[src/hw/rtl/pts_divider.sv]
// ---------------------------------------------------------------------------
// pts_divider: restoring remainder unit
// Computes a 15-bit dividend modulo a divisor, one quotient bit per cycle.
// ---------------------------------------------------------------------------
module pts_divider #(
    parameter int DW = 9
) (
    input  logic          clk,
    input  logic          rst_n,
    input  logic          start,
    input  logic [14:0]   dividend,
    input  logic [DW-1:0] divisor,
    output logic          done,
    output logic [DW-1:0] remainder
);
    logic [14:0]   quo_reg, quo_next;
    logic [DW:0]   rem_reg, rem_next;
    logic [3:0]    step_reg, step_next;
    logic          busy_reg, busy_next;
    logic [DW:0]   trial;
    logic          busy_d_reg;
    logic          done_w;

    assign trial     = {rem_reg[DW-1:0], quo_reg[14]};
    assign remainder = rem_reg[DW-1:0];

    // shift in one dividend bit and subtract when it fits
    always_comb
    begin
        quo_next  = quo_reg;
        rem_next  = rem_reg;
        step_next = step_reg;
        busy_next = busy_reg;
        if (start)
        begin
            quo_next  = dividend;
            rem_next  = '0;
            step_next = '0;
            busy_next = 1'b1;
        end
        else if (busy_reg)
        begin
            quo_next = {quo_reg[13:0], 1'b0};
            if (trial >= {1'b0, divisor})
                rem_next = trial - {1'b0, divisor};
            else
                rem_next = trial;
            step_next = step_reg + 4'd1;
            if (step_reg == 4'd14)
                busy_next = 1'b0;
        end
    end

    always_ff @(posedge clk or negedge rst_n)
    begin
        if (!rst_n)
        begin
            busy_reg <= 1'b0;
            step_reg <= '0;
            rem_reg  <= '0;
            quo_reg  <= '0;
        end
        else
        begin
            busy_reg <= busy_next;
            step_reg <= step_next;
            rem_reg  <= rem_next;
            quo_reg  <= quo_next;
        end
    end

    always_ff @(posedge clk or negedge rst_n)
    begin
        if (!rst_n)
            busy_d_reg <= 1'b0;
        else
            busy_d_reg <= busy_reg;
    end

    // flag the cycle after the last step
    always_comb
    begin
        if (busy_d_reg && !busy_reg)
            done_w = 1'b1;
        else
            done_w = 1'b0;
    end
    assign done = done_w;
endmodule

[config.mk]
export PLATFORM = sky130hd
export DESIGN_NAME = pts_divider
export DESIGN_NICKNAME = d
export VERILOG_FILES = /design/src/hw/rtl/pts_divider.sv
export SDC_FILE = /design/constraint.sdc
export NUM_CORES = 1
export LEC_CHECK = 0
export BUFFER_PORTS_ARGS = -buffer_cell sky130_fd_sc_hd__buf_2
export CORE_MARGIN = 2
export CORE_UTILIZATION = 40
export CTS_CLUSTER_SIZE = 14
export DETAILED_ROUTE_END_ITERATION = 10
export GPL_ROUTABILITY_DRIVEN = 0
export SLEW_MARGIN = 20
export SYNTH_ARGS = -nofsm -noshare
export SYNTH_HDL_FRONTEND = slang
export SYNTH_SLANG_ARGS = --single-unit
[constraint.sdc]
create_clock -name clk -period 2.7 [get_ports clk]
set_input_delay 0.27 -clock clk [delete_from_list [all_inputs] [get_ports clk]]
set_output_delay 0.27 -clock clk [all_outputs]
set_load 0.02 [all_outputs]
==> impl_metrics.json <==
{
  "areaGrowthSynthToFinish_pct": 13.8,
  "dieArea_sq_um": 5460,
  "run_status": "completed",
  "postCtsHoldBufs": 0,
  "drc": 0,
  "multi_input_area_sq_um": 1050,
  "synth_edf_count": 0,
  "nNetsFinal": 280,
  "power.total_mw": 1.86,
  "cp.required_ps": 2870,
  "cts_setup_buffers": 0,
  "drive_gt1_share_pct": 21.2,
  "fin_crit_sh_pct": 85.3,
  "grt_max_degree": 36,
  "powerDensity_nw_per_um2": 838,
  "die_h_microns": 73.9,
  "io_buffers": 36,
  "wl_per_cell_microns": 13.0,
  "core-area_sq_um": 4720,
  "synthCells": 207,
  "io_pins": 37,
  "path_clk_slew_ps": 60,
  "postRouteAntennaNets": 0,
  "clkSinkCount": 30,
  "route.vias.total": 1593,
  "path_class": "flip-flop to flip-flop",
  "crit_path_end_kind": "flip-flop",
  "seq_power_share_pct": 33.5,
  "ys_seq_area_share_pct": 38.4,
  "clk_latency_ps": 270,
  "largest_reg_flops": 15,
  "synth_area_sq_um": 1950,
  "ctsResizeCount": 0,
  "hp-class": "input pin to asynchronous set/reset pin",
  "tightest_slew_ps": 657,
  "yosysWarnings": 0,
  "setup_tns_ps": 0,
  "max-cap-violations": 0,
  "cts_tree": "yes",
  "path_max_fanout": 11,
  "dr.pass1.iters": 4,
  "die_w_microns": 73.9,
  "leakagePower_nw": 1.18,
  "postSynthAreaPerCell_sq_um": 9.44,
  "ys_ff_latch": 30,
  "drv_slew": 0,
  "max-clock-path-buffers": 2,
  "nFillCells": 463,
  "power_switching_mw": 0.756,
  "grt.total_usage_pct": 15.9,
  "timing.fmax_ghz": 0.434,
  "clock_skew_ps": 3.10,
  "slew_headroom_pct": 56.2,
  "cts-root-buf": "clkbuf_8",
  "path_cells": "inv_1, ha_1, fa_1, and2b_1, o21ai_2, a31o_1, a21o_2, a311oi_1",
  "vias_per_cell": 5.17,
  "p_int_mw": 1.11,
  "startpoint_type": "flip-flop",
  "cts_made_buffers": 5,
  "crit_path_top_delay_cell": "fa_1",
  "cpPeakStageDelay_ps": 400,
  "start_util_pct": 41.4,
  "synth_fp_nets": 246,
  "ys.flop_type": "dfrtp_1",
  "ys_async_sr_fraction_pct": 100,
  "grt_pass1_vias": 1477,
  "yosysUniqueCellTypes": 46,
  "rows": 25,
  "hold_violations": 0,
  "cts_max_level": 2,
  "dp_hpwl_microns": 2910,
  "cp_top_family": "compound AO/OA/AOI/OAI gates",
  "gr-total-overflow": 0,
  "antenna_found_initial": 0,
  "rsz0062_at_grt": "no",
  "clock_power_share_pct": 17.4,
  "peakVddDrop_mv": 0.565,
  "finalCriticalPeriod_ps": 2300,
  "setup_violations": 0,
  "p_sw_share_pct": 40.6,
  "regArea_sq_um": 751,
  "grt_pass1_wl_microns": 6690,
  "crit_buf_inv": 1,
  "wirelength_microns": 4000,
  "critical_path_arrival_ps": 2480,
  "combPwrFrac_pct": 49.1,
  "drt_iter0_markers": 52,
  "diodes": 0
}
per-stage QoR:
step | area, sq um | hold WS, ps | setup WS (ps) | std cells | util (%)
global placement | 2150 | 343 | 490 | 301 | 45.5
global route | 2220 | 76.8 | 253 | 308 | 47.1
CTS | 2220 | 51.5 | 403 | 308 | 47.1
detailed placement | 2150 | 353 | 427 | 301 | 45.5
floorplan | 1950 | -25.6 | 576 | 207 | -
finish | 2220 | 26.2 | 397 | 308 | 47.1
Yosys cell counts, drive strengths merged, types with 2 or more instances:
cell    number  share of area (%)
dfrtp       30                 38
o21ai       24                6.3
nand2       17                3.3
mux2i       16                8.2
nor2        15                2.9
inv         14                2.7
ha          11                7.0
buf          9                4.3
nand3        8                2.0
a21o         5                2.0
a311oi       5                2.6
o21a         5                1.9
clkbuf       4               0.83
xnor2        4                1.8
a21oi        3               0.77
a31o         3                1.3
nand2b       3               0.96
xor2         3                1.3
a211o        2               0.90
a211oi       2               0.77
a31oi        2               0.64
nand4        2               0.64
nor2b        2               0.64
nor3         2               0.51
o211ai       2               0.77
power groups by stage:
stage	Clock [mW]	Combinational, mW	Sequential (mW)
after floorplan	0	0.629	0.683
after global placement	0	0.905	0.638
after detailed placement	0	0.913	0.635
after CTS	0.339	0.920	0.628
after global routing	0.364	1.02	0.637
final	0.324	0.914	0.625
metal layers:
layer / track usage (%) / share of wire [%] / wire, microns / vias up
li1: - / - / - / 806
met4: 6.67 / 1.2 / 48 / 0
met1: 21.5 / 50 / 1990 / 751
met3: 3.70 / 3.7 / 147 / 6
met5: 0 / 0 / 0 / -
met2: 24.6 / 45 / 1810 / 30
cell usage in the layout, fill, tap and decap left out, drive strengths merged, types with 3 or more instances in the layout:
cell type	count
dfrtp	30
o21a	5
a21o	5
inv	14
nand3	8
xnor2	4
o21ai	24
buf	40
ha	11
a31o	3
nor2	15
xor2	3
mux2i	16
nand2	17
nand2b	3
a21oi	3
a311oi	5
clkbuf	7
kinds of logic after synthesis:
group / count (synthesis) / share of synthesized area, %
buf+inv: 27 / 7.81
compound gates: 61 / 21.5
xor+xnor: 7 / 3.14
flops: 30 / 38.4
mux: 16 / 8.19
simple gates: 54 / 12.9
fa+ha+maj: 12 / 8.07
cell type report:
class                   instances  share of cell area [%]
clock buffers                   7                    3.43
inverters                      14                    2.36
multi-input cells             150                    47.2
flip-flops and latches         30                    33.7
well taps                      67                    3.77
repair buffers                 40                    9.45
worst paths after layout:
| path | from | to | slack (ps) | cells past startpoint |
|---|---|---|---|---|
| setup reg to reg | quo_reg[14] | rem_reg[0] | 400 | 8 |
| hold reg to reg | step_reg[3] | step_reg[3] | 540 | 2 |
| hold / removal | rst_n | quo_reg[8] | 30 | 1 |
| min in group clk | dividend[3] | quo_reg[3] | 200 | 3 |
| setup / recovery | quo_reg[14] | rem_reg[0] | 400 | 8 |
| max in group asynchronous | rst_n | quo_reg[4] | 2250 | 1 |
(Power assumes the default switching activity.)
